<file path="src/lnrt_ram.sv">
module lnrt_ram #(
   parameter int WIDTH = 8,
   parameter int DEPTH = 8
) (
   input  logic                                     clock,
   input  logic                                     wr_en,
   input  logic [((DEPTH > 1) ? $clog2(DEPTH) : 1)-1:0] wr_addr,
   input  logic [WIDTH-1:0]                         wr_data,
   input  logic                                     rd_en,
   input  logic [((DEPTH > 1) ? $clog2(DEPTH) : 1)-1:0] rd_addr,
   output logic [WIDTH-1:0]                         rd_data
);

   logic [WIDTH-1:0] mem [DEPTH];
   logic [WIDTH-1:0] rd_data_ff;

   // Single write port, registered read port.
   always_ff @(posedge clock) begin
      if (wr_en) begin
         mem[wr_addr] <= wr_data;
      end
      if (rd_en) begin
         rd_data_ff <= mem[rd_addr];
      end
   end

   assign rd_data = rd_data_ff;

endmodule

</file>
<file path="config.mk">
export PLATFORM = sky130hd
export DESIGN_NAME = lnrt_ram
export DESIGN_NICKNAME = d
export VERILOG_FILES = /design/src/lnrt_ram.sv
export SDC_FILE = /design/constraint.sdc
export NUM_CORES = 1
export LEC_CHECK = 0
export BUFFER_PORTS_ARGS = -buffer_cell sky130_fd_sc_hd__buf_2
export CAP_MARGIN = 20
export CORE_MARGIN = 4
export CORE_UTILIZATION = 55
export CTS_BUF_LIST = sky130_fd_sc_hd__clkbuf_2
export DETAILED_ROUTE_END_ITERATION = 6
export PLACE_DENSITY_LB_ADDON = 0.12
export SLEW_MARGIN = 20
export SYNTH_ARGS = -nofsm -noshare
export SYNTH_HDL_FRONTEND = slang
export SYNTH_SLANG_ARGS = --single-unit
</file>
<file path="constraint.sdc">
create_clock -name clock -period 1.5 [get_ports clock]
set_input_delay 0.3 -clock clock [delete_from_list [all_inputs] [get_ports clock]]
set_output_delay 0.3 -clock clock [all_outputs]
set_load 0.005 [all_outputs]
</file>
==> results of run 1 <==
==> registers in the layout (all words and copies together), names as in the netlist <==
| name | count |
|---|---|
| mem | 64 |
| rd_data | 8 |
==> layout by cell type, fill, tap and decap left out, drive strengths merged <==
master	Yosys	final
buf	4	35
bufinv	0	1
clkbuf	1	11
clkinv	0	4
edfxtp	72	72
mux2	8	8
mux4	16	16
nand2	2	2
nand2b	3	3
nor2	6	6
nor3	2	2
==> worst max-delay path, delay by kind of cell (launching register included) <==
family	cells	cell delay, ps
flops	1	420
mux	2	740
==> cells by family (layout without fill, tap and decap cells) <==
group,after synthesis,after routing,share of synthesized area [%]
buf+inv,5,51,1.58
flops,72,72,78.0
mux,24,24,18.3
simple gates,13,13,2.12
==> routing by layer <==
metal  part of all wire [%]  vias to the layer above  global-route usage (%)
met4                    3.0                        0                    10.5
met2                     50                       32                    26.8
met3                    4.2                       12                    4.31
li1                       -                      567                       -
met5                      0                        -                       0
met1                     42                      654                    22.3
==> metrics by stage <==
| stage | TNS, ps | hold slack [ps] | setup WS, ps | cells |
|---|---|---|---|---|
| 6_report | 0 | 65.3 | 102 | 227 |
| 4_1_cts | 0 | 23.0 | 93.7 | 227 |
| 3_5_place_dp | -1310 | 575 | -192 | 211 |
| 5_1_grt | 0 | 21.7 | 46.0 | 227 |
| 2_1_floorplan | -210 | 399 | -26.2 | 114 |
| 3_3_place_gp | -1140 | 554 | -153 | 211 |
==> power by group through the flow <==
stage	logic, uW	registers [uW]	clock network, uW
6_report	230	2310	1000
5_1_grt	251	2320	1120
3_3_place_gp	224	2350	0
3_5_place_dp	234	2360	0
4_1_cts	235	2310	1020
2_1_floorplan	130	2360	0
==> area by class of cell <==
cell class,count,area [um2],area share [%]
well taps,67,83.8,2.70
flip-flops and latches,72,2160,69.6
clock inverters,5,47.5,1.53
clock buffers,11,55.1,1.77
multi-input cells,37,532,17.1
repair buffers,35,228,7.33
==> path summary, 6_finish.rpt <==
path	start	end	slack [ps]	cells past startpoint
setup / recovery	mem[7][1]$_DFFE_PP_	rd_data[1]$_DFFE_PP_	100	2
hold / removal	wr_data[0]	mem[0][0]$_DFFE_PP_	70	1
setup reg to reg	mem[7][1]$_DFFE_PP_	rd_data[1]$_DFFE_PP_	100	2
hold reg to reg	mem[1][2]$_DFFE_PP_	rd_data[2]$_DFFE_PP_	780	2
==> results.md, run 1 <==
- The static leakage is 0.00107 uW.
- The worst clock skew on the final layout is 12.9 ps.
- The routed design could run at a clock period as short as 1400 ps.
- After technology mapping, the gate count stands at 114.
- The clock input transition at the sequential cells of the worst setup and hold paths is 180 ps.
- The slowest stage of the critical path belongs to the cell sky130_fd_sc_hd__mux4_2.
- The combined global-route utilization of all metal layers is 17.3%.
- The internal portion of total power is 2800 uW.
- The number of port buffers is 24.
- The antenna diode count is 0.
- The highest net fanout along the worst path is 1.
- For this run, the share of the core covered by cells in the final layout is 64.5%.
- The fraction of the cycle the final worst path needs is 93.2%.
- After detailed routing, the average wire length per cell comes to 20.6 um.
- The die boundary width is 79.0 um.
- The area of the mapped netlist is 0.00277 mm2.
- The clock sink count is 72.
- Once the clock tree was built, the setup fixing pass inserted 0 buffers.
- STA classifies the critical path startpoint as a register.
- The max-slew violation count was 0.
- The sequential group share of total power is 65.2%.
- The fill cell total of the finished layout is 372.
- The total setup violations reported at the end of the flow is 0.
- The via count of the first global-routing pass is 1345.
- Relative to the synthesized area, the layout overhead comes to 12.1%.
- The latest clock arrival within the worst-skew pair is 490 ps.
- The final layout contains routed wiring with a total length of 4670 um.
- The area share of the largest cell type after synthesis is 78.0%.
- The maximum clock path buffer count is 2.
- The final number of hold-violating endpoints is 0.
- The kind of critical path is register to register.
- The worst path arrival time is 1650 ps.
- The flow ran to the end, and the final reports show no timing, DRC or antenna violations.
- The kind of end point of the critical path is a register.
- The number of antenna violations at the first check in global routing is 0.
- The net count of the mapped netlist is 131.
- By instance count, the leading cell after synthesis is sky130_fd_sc_hd__edfxtp_1.
- The overall power of the completed layout is 3540 uW.
- The chip height is 79.0 um.
- In this run the core area contains 25 standard-cell rows.
- The clock tree from TritonCTS is done.
- The cell area after placement is 0.00301 mm2.
- The path class of the tightest hold or removal check is primary input to register.
- The global-route wire length before repair is 7360 um.
- The part of the power in the clock network is 28.3%.
- Entering global routing, the biggest net connects 17 pins.
- For this run, design rule violations remaining after detail routing come to 0.
- The core area is 0.00482 mm2.
- The routed layout has 1265 vias.
- In the post-synthesis netlist, the biggest area contributors are sky130_fd_sc_hd__edfxtp_1, sky130_fd_sc_hd__mux4_1, sky130_fd_sc_hd__mux2_2.
- Summing all non-filler instances in the final layout gives an area of 0.00311 mm2.
- The hold buffer count at CTS is 0.
- The count of H-tree levels built during CTS is 3.
- Summed over all nets, the switching power comes to 747 uW.
- Combinational logic is responsible for 6.5% of the overall power.
- The total power per unit cell area is 1140 mW/mm2.
- In this run the count of I/O pins placed on the die edge is 25.
- The share of total power consumed by net switching is 21.1%.
- The total overflow left after global routing is 0.
- The fraction of final layout cells with drive strength greater than 1 is 41.9%.
- The synthesized netlist contains 13 unique library cells.
- The floorplan step defined a die boundary enclosing 0.00624 mm2.
- The effective utilization at floorplan is 57.5%.
- The Yosys step of the flow raised 0 warnings.
- The residual antenna-violating net count after detailed routing is 0.
- CTS placed an instance of sky130_fd_sc_hd__clkbuf_2 at the clock tree root.
- In the synthesized netlist the async set-or-reset flop fraction comes to 0%.
- Walking the worst path, the cells encountered are mux4_2, mux2_2.
- The number of buffers inserted during clock tree synthesis is 9.
- The first detailed-routing pass ran for 4 iterations.
- Gates resized during post-CTS repair numbered 0.
- The required time of the critical path is 1760 ps.
- The most common flop cell mapped by yosys is sky130_fd_sc_hd__edfxtp_1.
- In this run, the number of DRC markers left after iteration 0 of detailed routing was 90.
- The sequential fraction of the synthesis area is 78.0%.
- The synthesized design contains 72 enable-type register cells.
- The remaining max-slew budget at the tightest pin is 83.8%.
- The average vias per placed instance is 5.57.
- Synthesis inferred 72 register bits.
- IR analysis of the VDD net gives a maximum drop of 0.533 mV.
- For this run, the top clock speed supported by timing is 0.715 GHz.
- The delay of the slowest cell on the worst path is 470 ps.
- Setup repair after global routing left no endpoint under its margin.
- The biggest area contributor in the post-synthesis netlist is sky130_fd_sc_hd__edfxtp_1.
- The routability-driven placement congestion ratio is 0.681.
- For the pin with the worst max-slew slack, the measured transition is 244 ps.
- By count the netlist is led by sky130_fd_sc_hd__edfxtp_1, sky130_fd_sc_hd__mux4_1, sky130_fd_sc_hd__mux2_2, sky130_fd_sc_hd__nor2_1, sky130_fd_sc_hd__nand2b_1.
- A synthesized cell averages 24.3 um2.
- Across the run, the number of max-cap violations was 0.
- The net count of the finished layout is 172.
No activity file was read; power rests on OpenSTA's default activity.
==> inputs of run 2 (changes only) <==
ABC_AREA = 1   (was default)
CORE_UTILIZATION = 56   (was 55)
==> results.md, run 2 <==
- The flow ran to the end, and the final reports show no timing, DRC or antenna violations.
- The number of flip-flops in the largest register is 64.
- Data on the critical path is required at its endpoint by 1200 ps.
- The number of design-rule violations left by the first detailed-router iteration is 130.
- The antenna diode count is 0.
- The maximum clock path buffer count is 2.
- The sum of routed wire length over all layers is 5790 um.
- The residual antenna-violating net count after detailed routing is 0.
- The proportion of synthesized flip-flops having asynchronous set or reset is 0%.
- After detailed placement, the design holds a cell count of 398.
- The effective utilization at floorplan is 59.4%.
- The worst path arrival time is 1060 ps.
- During I/O placement, the number of pins put on the boundary was 25.
- Yosys attributes the largest share of cell area to sky130_fd_sc_hd__edfxtp_1, sky130_fd_sc_hd__nand2_1, sky130_fd_sc_hd__inv_1.
- From left edge to right edge, the die measures 82.8 um.
- The largest net degree at the start of global routing is 33.
- IR analysis of the VDD net gives a maximum drop of 0.556 mV.
- The highest net fanout along the worst path is 1.
- Across the run, the number of max-cap violations was 0.
- On the worst path, the slowest cell contributes a delay of 430 ps.
- The top cell types in the final layout, fill and taps aside, are sky130_fd_sc_hd__nand2_1, sky130_fd_sc_hd__edfxtp_1, sky130_fd_sc_hd__inv_1.
- Compared with the post-synthesis result, the final layout area differs by 11.6%.
- The design area is 0.00349 mm2.
- Yosys mapped a number of flops with a built-in enable equal to 72.
- The final layout contains 358 nets.
- The count of state elements after synthesis is 72.
- The number of buffers inserted during clock tree synthesis is 9.
- The area of the die is 0.00685 mm2.
- The count of H-tree levels built during CTS is 3.
- STA classifies the critical path startpoint as a register.
- For this run, the top clock speed supported by timing is 0.736 GHz.
- The global-route wire length before repair is 9190 um.
- CTS placed an instance of sky130_fd_sc_hd__clkbuf_2 at the clock tree root.
- The clock sink count is 72.
- Each instance of the synthesized netlist takes up on average 10.3 um2.
- Before antenna repair, the detailed router went through 4 iterations.
- The routed design could run at a clock period as short as 1360 ps.
- The via count of the first global-routing pass was 1901.
- More flip-flops sit in one register than any other, and that register is mem.
- Of the available clock period, the critical path in the final layout requires 90.6%.
- The worst clock skew on the final layout is 36.5 ps.
- The total setup violations reported at the end of the flow is 0.
- The max-slew violation count is 0.
- Yosys instantiated no cell more often than sky130_fd_sc_hd__nand2_1.
- The net count of the mapped netlist is 320.
- The number of antenna violations at the first check in global routing came to 0.
- For this design the ratio of total power to cell area is 1090 mW/mm2.
- Clock-pin slew was measured on the worst setup and hold paths at 190 ps.
- The worst setup path is of the register to output port kind.
- The area share of the largest cell type after synthesis is 69.1%.
- For this run the aggregate overflow at the end of global routing stands at 0.
- The routability-driven placement congestion ratio is 0.766.
- The number of buffers and inverters on the critical path is 1.
- The final number of hold-violating endpoints is 0.
- During synthesis, Yosys emitted a total of 0 warnings.
- The most common flop cell mapped by yosys is sky130_fd_sc_hd__edfxtp_1.
- The HPWL after detailed placement is 3580 um.
- In this run the worst hold path is classified as primary input to register.
- After synthesis the cells add up to 0.00313 mm2.
- The core region is 0.00527 mm2.
- TritonCTS built the clock tree.
- Buffers added to address setup during post-CTS repair amount to 0.
- The kind of end point of the critical path is an output port.
- The critical path goes through buf_2.
- In this run the tool buffered the top-level ports with 24 buffer cells.
- The combined global-route utilization of all metal layers is 19.3%.
- At the later pin of the worst-skew pair, clock insertion delay measures 510 ps.
- The library cell with the largest summed area after synthesis is sky130_fd_sc_hd__edfxtp_1.
- The worst pin sits at a relative slew slack of 75.6%.
- After detailed placement, the total cell area comes to 0.00334 mm2.
- The instance count of the mapped netlist is 303.
- The share of the Yosys chip area taken by registers is 69.1%.
- For the final routed database, the setup TNS stands at 0 ps.
- Counting instances in the post-synthesis netlist gives the leading cell types as sky130_fd_sc_hd__nand2_1, sky130_fd_sc_hd__edfxtp_1, sky130_fd_sc_hd__inv_1, sky130_fd_sc_hd__nand3_1, sky130_fd_sc_hd__nor2_1.
- The post-CTS resize count is 0.
- The average routed wire per standard cell is 13.9 um.
- The fraction of final layout cells with drive strength greater than 1 is 15.3%.
- The total via count after detailed routing is 1969.
- The average vias per placed instance is 4.73.
- The final cell count without fillers is 416.
- The static leakage is 0.00165 uW.
- Setup repair after global routing left no endpoint under its margin.
- The number of placement rows is 26.
- The largest delay contributor family on the critical path is flip-flops.
- The DRC violation count after routing is 0.
- For the pin with the worst max-slew slack, the measured transition is 367 ps.
- The library cell used most frequently in the layout, excluding fill and tap cells, is sky130_fd_sc_hd__nand2_1.
- The chip height is 82.8 um.
- The slowest stage of the critical path is the sky130_fd_sc_hd__edfxtp_1 cell.
- Counting distinct cell types in the post-synthesis netlist gives 10.
## run 2: cell types whose count changed after synthesis, moves of 5 or more
cell,previous run,this run
sky130_fd_sc_hd__nand2_1,2,110
sky130_fd_sc_hd__inv_1,0,68
sky130_fd_sc_hd__nand3_1,0,32
sky130_fd_sc_hd__mux4_1,15,0
sky130_fd_sc_hd__mux2_2,8,0
sky130_fd_sc_hd__buf_6,1,6
## run 2: power by group
part	switching (uW)	internal [uW]	leakage (uW)
clock network	668	538	0.0000791
registers	16.7	2290	0.000661
logic	185	101	0.000910
total	870	2930	0.00165
## run 2: final cells by class
class / count / area, um2
clock buffers: 9 / 45.0
clock inverters: 7 / 86.3
fillers: 446 / 1780
inverters: 70 / 265
multi-input cells: 150 / 603
flip-flops and latches: 72 / 2160
well taps: 70 / 87.6
repair buffers: 38 / 243
## run 2: path summary, 6_finish.rpt
path | slack (ps) | end | startpoint | depth (start not counted)
worst min register to register | 700 | rd_data[2]$_DFFE_PP_ | mem[6][2]$_DFFE_PP_ | 6
worst max register to register | 520 | rd_data[0]$_DFFE_PP_ | mem[7][0]$_DFFE_PP_ | 6
worst max-delay path | 140 | rd_data[5] | rd_data[5]$_DFFE_PP_ | 1
worst min-delay path | 70 | mem[3][5]$_DFFE_PP_ | wr_data[5] | 1
## run 2: layer usage
metal	part of all wire, %	up-vias	track usage, %
li1	-	1019	-
met1	45	898	23.9
met2	49	43	31.7
met3	5.0	9	6.07
met4	1.2	0	7.68
met5	0	-	0
## run 2: kinds of logic after synthesis
kind of cell | count (synthesis) | share of synthesized area (%)
buf+inv | 81 | 11.7
flops | 72 | 69.1
simple gates | 150 | 19.3
## run 2: through the flow
step / util [%] / power, uW / worst slack [ps] / hold WS, ps
after global routing: 66.3 / 3970 / 41.6 / 8.89
after CTS: 65.9 / 3820 / 79.2 / 0.463
after floorplan: - / 2540 / 325 / 399
final: 66.3 / 3800 / 141 / 67.2
after global placement: 63.4 / 2640 / 121 / 571
after detailed placement: 63.4 / 2640 / 99.3 / 578
## run 2: repair_timing
action / 4_1_cts / 5_1_grt
endpoints found under the hold margin: 0 / 10
hold buffers: 0 / 2
setup endpoints to repair: 0 / 0
==> inputs of run 3 (changes only) <==
HOLD_SLACK_MARGIN = 0.15   (was default)
==> results.md, run 3 (same netlist as run 2, synthesis figures left out) <==
- The number of buffers added for setup after CTS is 0.
- STA puts the critical path data required time at 1200 ps.
- The number of cells on the worst reg-to-reg path is 6.
- The number of placement rows is 26.
- The number of gates resized after CTS was 0.
- STA classifies the critical path startpoint as a register.
- The clock sink count is 72.
- The flow ran to the end, and the final reports show no timing, DRC or antenna violations.
- Walking the worst path, the cells encountered are buf_2.
- The fraction of final layout cells with drive strength greater than 1 is 15.0%.
- The number of buffers inserted during clock tree synthesis is 9.
- Across all register-to-register paths, the minimum setup slack is 520 ps.
- The overall power of the completed layout is 3810 uW.
- The register name with the most flops is mem.
- The sum of overflow across all layers after global routing is 0.
- For this design the ratio of total power to cell area is 1070 mW/mm2.
- For this run, the top clock speed supported by timing is 0.738 GHz.
- Global routing used 19.8% of the available tracks.
- For this run, the slowest stage of the critical path takes 430 ps.
- The area of the die is 0.00685 mm2.
- The final critical delay including setup and external delays is 1360 ps.
- The kind of end point of the critical path is an output port.
- In this run the clock root is driven by a sky130_fd_sc_hd__clkbuf_2.
- The final number of hold-violating endpoints is 0.
- The number of port buffers is 24.
- The static leakage is 0.00168 uW.
- The worst hold path was traced through 3 stages.
- The HPWL after detailed placement is 3580 um.
- TritonCTS built the clock tree.
- The largest delay contributor family on the critical path is flip-flops.
- The antenna diode count is 0.
- The core region is 0.00527 mm2.
- The count of pins on the block boundary is 25.
- Of all nets on the critical path, the largest fanout is 1.
- The remaining max-slew budget at the tightest pin is 75.7%.
- After clock tree synthesis, the clock-pin slew on the worst setup and hold paths is 210 ps.
- The residual antenna-violating net count after detailed routing is 0.
- The worst register-to-register path ends at rd_data[0]$_DFFE_PP_.
- In this run the horizontal extent of the chip is 82.8 um.
- In the layout the commonest cells are sky130_fd_sc_hd__nand2_1, sky130_fd_sc_hd__edfxtp_1, sky130_fd_sc_hd__inv_1.
- The worst path arrival time is 1060 ps.
- The max-slew violation count was 0.
- The net count of the finished layout is 365.
- After detailed routing, the total wire length is 5870 um.
- The routability-driven placement congestion ratio is 0.766.
- The kind of critical path is register to output port.
- The worst reg2reg path startpoint is mem[7][0]$_DFFE_PP_.
- The leading cell type in the layout, fill and taps excluded is sky130_fd_sc_hd__nand2_1.
- The number of maximum-capacitance violations is 0.
- The routed layout has 1997 vias.
- The via count of the first global-routing pass came to 1955.
- Of the available clock period, the critical path in the final layout requires 90.4%.
- Using the TritonRoute via totals, the vias-per-cell ratio works out to 4.72.
- The area growth from synthesis to layout is 13.8%.
- The slowest stage of the critical path is the sky130_fd_sc_hd__edfxtp_1 cell.
- The slew of the pin with the lowest slew margin is 365 ps.
- The count of H-tree levels built during CTS is 3.
- The number of antenna violations at the first check in global routing is 0.
- The worst hold path begins at rd_addr[2].
- The worst clock skew on the final layout is 33.8 ps.
- For this configuration, the core starts out at a cell density of 59.4%.
- For the final routed database, the setup TNS stands at 0 ps.
- The global-route wire length before repair is 9400 um.
- In this run the number of cells on the critical path is 1.
- The register with the most flip-flops in the layout has 64 of them.
- The maximum clock path buffer count is 2.
- In this run, the number of DRC markers left after iteration 0 of detailed routing was 163.
- The chip height is 82.8 um.
- Together, buffers and inverters on the worst path number 1.
- The average routed wire per standard cell is 13.9 um.
- The largest net degree at the start of global routing is 33.
- The total setup violations reported at the end of the flow is 0.
- The worst min-delay path category is primary input to register.
- The later pin in the worst-skew pair is clocked with a latency of 500 ps.
- The maximum vdd ir drop is 0.556 mV.
- The first-pass detailed-route iteration total is 4.
- The worst hold path terminates at rd_data[1]$_DFFE_PP_.
- After detailed routing, the number of remaining DRC violations is 0.
- Setup repair after global routing left no endpoint under its margin.
==> run 3: cell count changes in the layout (fill, tap and decap cells not counted) <==
| cell | delta |
|---|---|
| sky130_fd_sc_hd__dlygate4sd3_1 | +7 |
==> run 3: what timing repair did <==
action | in CTS | in global routing
hold endpoints to repair | 72 | 0
hold buffers | 9 | 0
endpoints found under the setup margin | 0 | 0
==> run 3: where the power goes <==
part / internal (uW) / switching (uW)
registers: 2290 / 16.9
clock network: 538 / 656
logic: 113 / 188
total: 2940 / 861
==> run 3: layout make-up <==
| class | instances | area [um2] |
|---|---|---|
| Tap cell | 70 | 87.6 |
| Sequential cell | 72 | 2160 |
| Timing Repair Buffer | 45 | 313 |
| Clock buffer | 9 | 45.0 |
| Clock inverter | 7 | 86.3 |
| Fill cell | 437 | 1710 |
| Inverter | 70 | 265 |
| Multi-Input combinational cell | 150 | 603 |
==> run 3: through the flow <==
step / cell area, um2 / util [%] / hold slack [ps] / instances / worst slack (ps)
floorplan: 3130 / - / 399 / 303 / 325
global placement: 3340 / 63.4 / 571 / 398 / 121
detailed placement: 3340 / 63.4 / 578 / 398 / 99.3
CTS: 3560 / 67.6 / 175 / 423 / 79.2
global route: 3560 / 67.6 / 194 / 423 / 41.6
finish: 3560 / 67.6 / 232 / 423 / 145
==> run 3: how the worst max path moves through the flow <==
| stage | from | end |
|---|---|---|
| CTS | rd_data[5]$_DFFE_PP_ | rd_data[5] |
| floorplan | wr_addr[0] | mem[0][0]$_DFFE_PP_ |
| global placement | rd_addr[1] | rd_data[3]$_DFFE_PP_ |
| detailed placement | rd_addr[1] | rd_data[7]$_DFFE_PP_ |
| finish | rd_data[5]$_DFFE_PP_ | rd_data[5] |
| global route | rd_data[5]$_DFFE_PP_ | rd_data[5] |
==> run 3: routing by layer <==
| layer | up-vias | track usage [%] | part of all wire, % |
|---|---|---|---|
| met4 | 0 | 7.68 | 1.4 |
| met2 | 44 | 32.5 | 49 |
| met5 | - | 0 | 0 |
| met1 | 907 | 24.4 | 44 |
| met3 | 11 | 6.07 | 4.9 |
| li1 | 1035 | - | - |
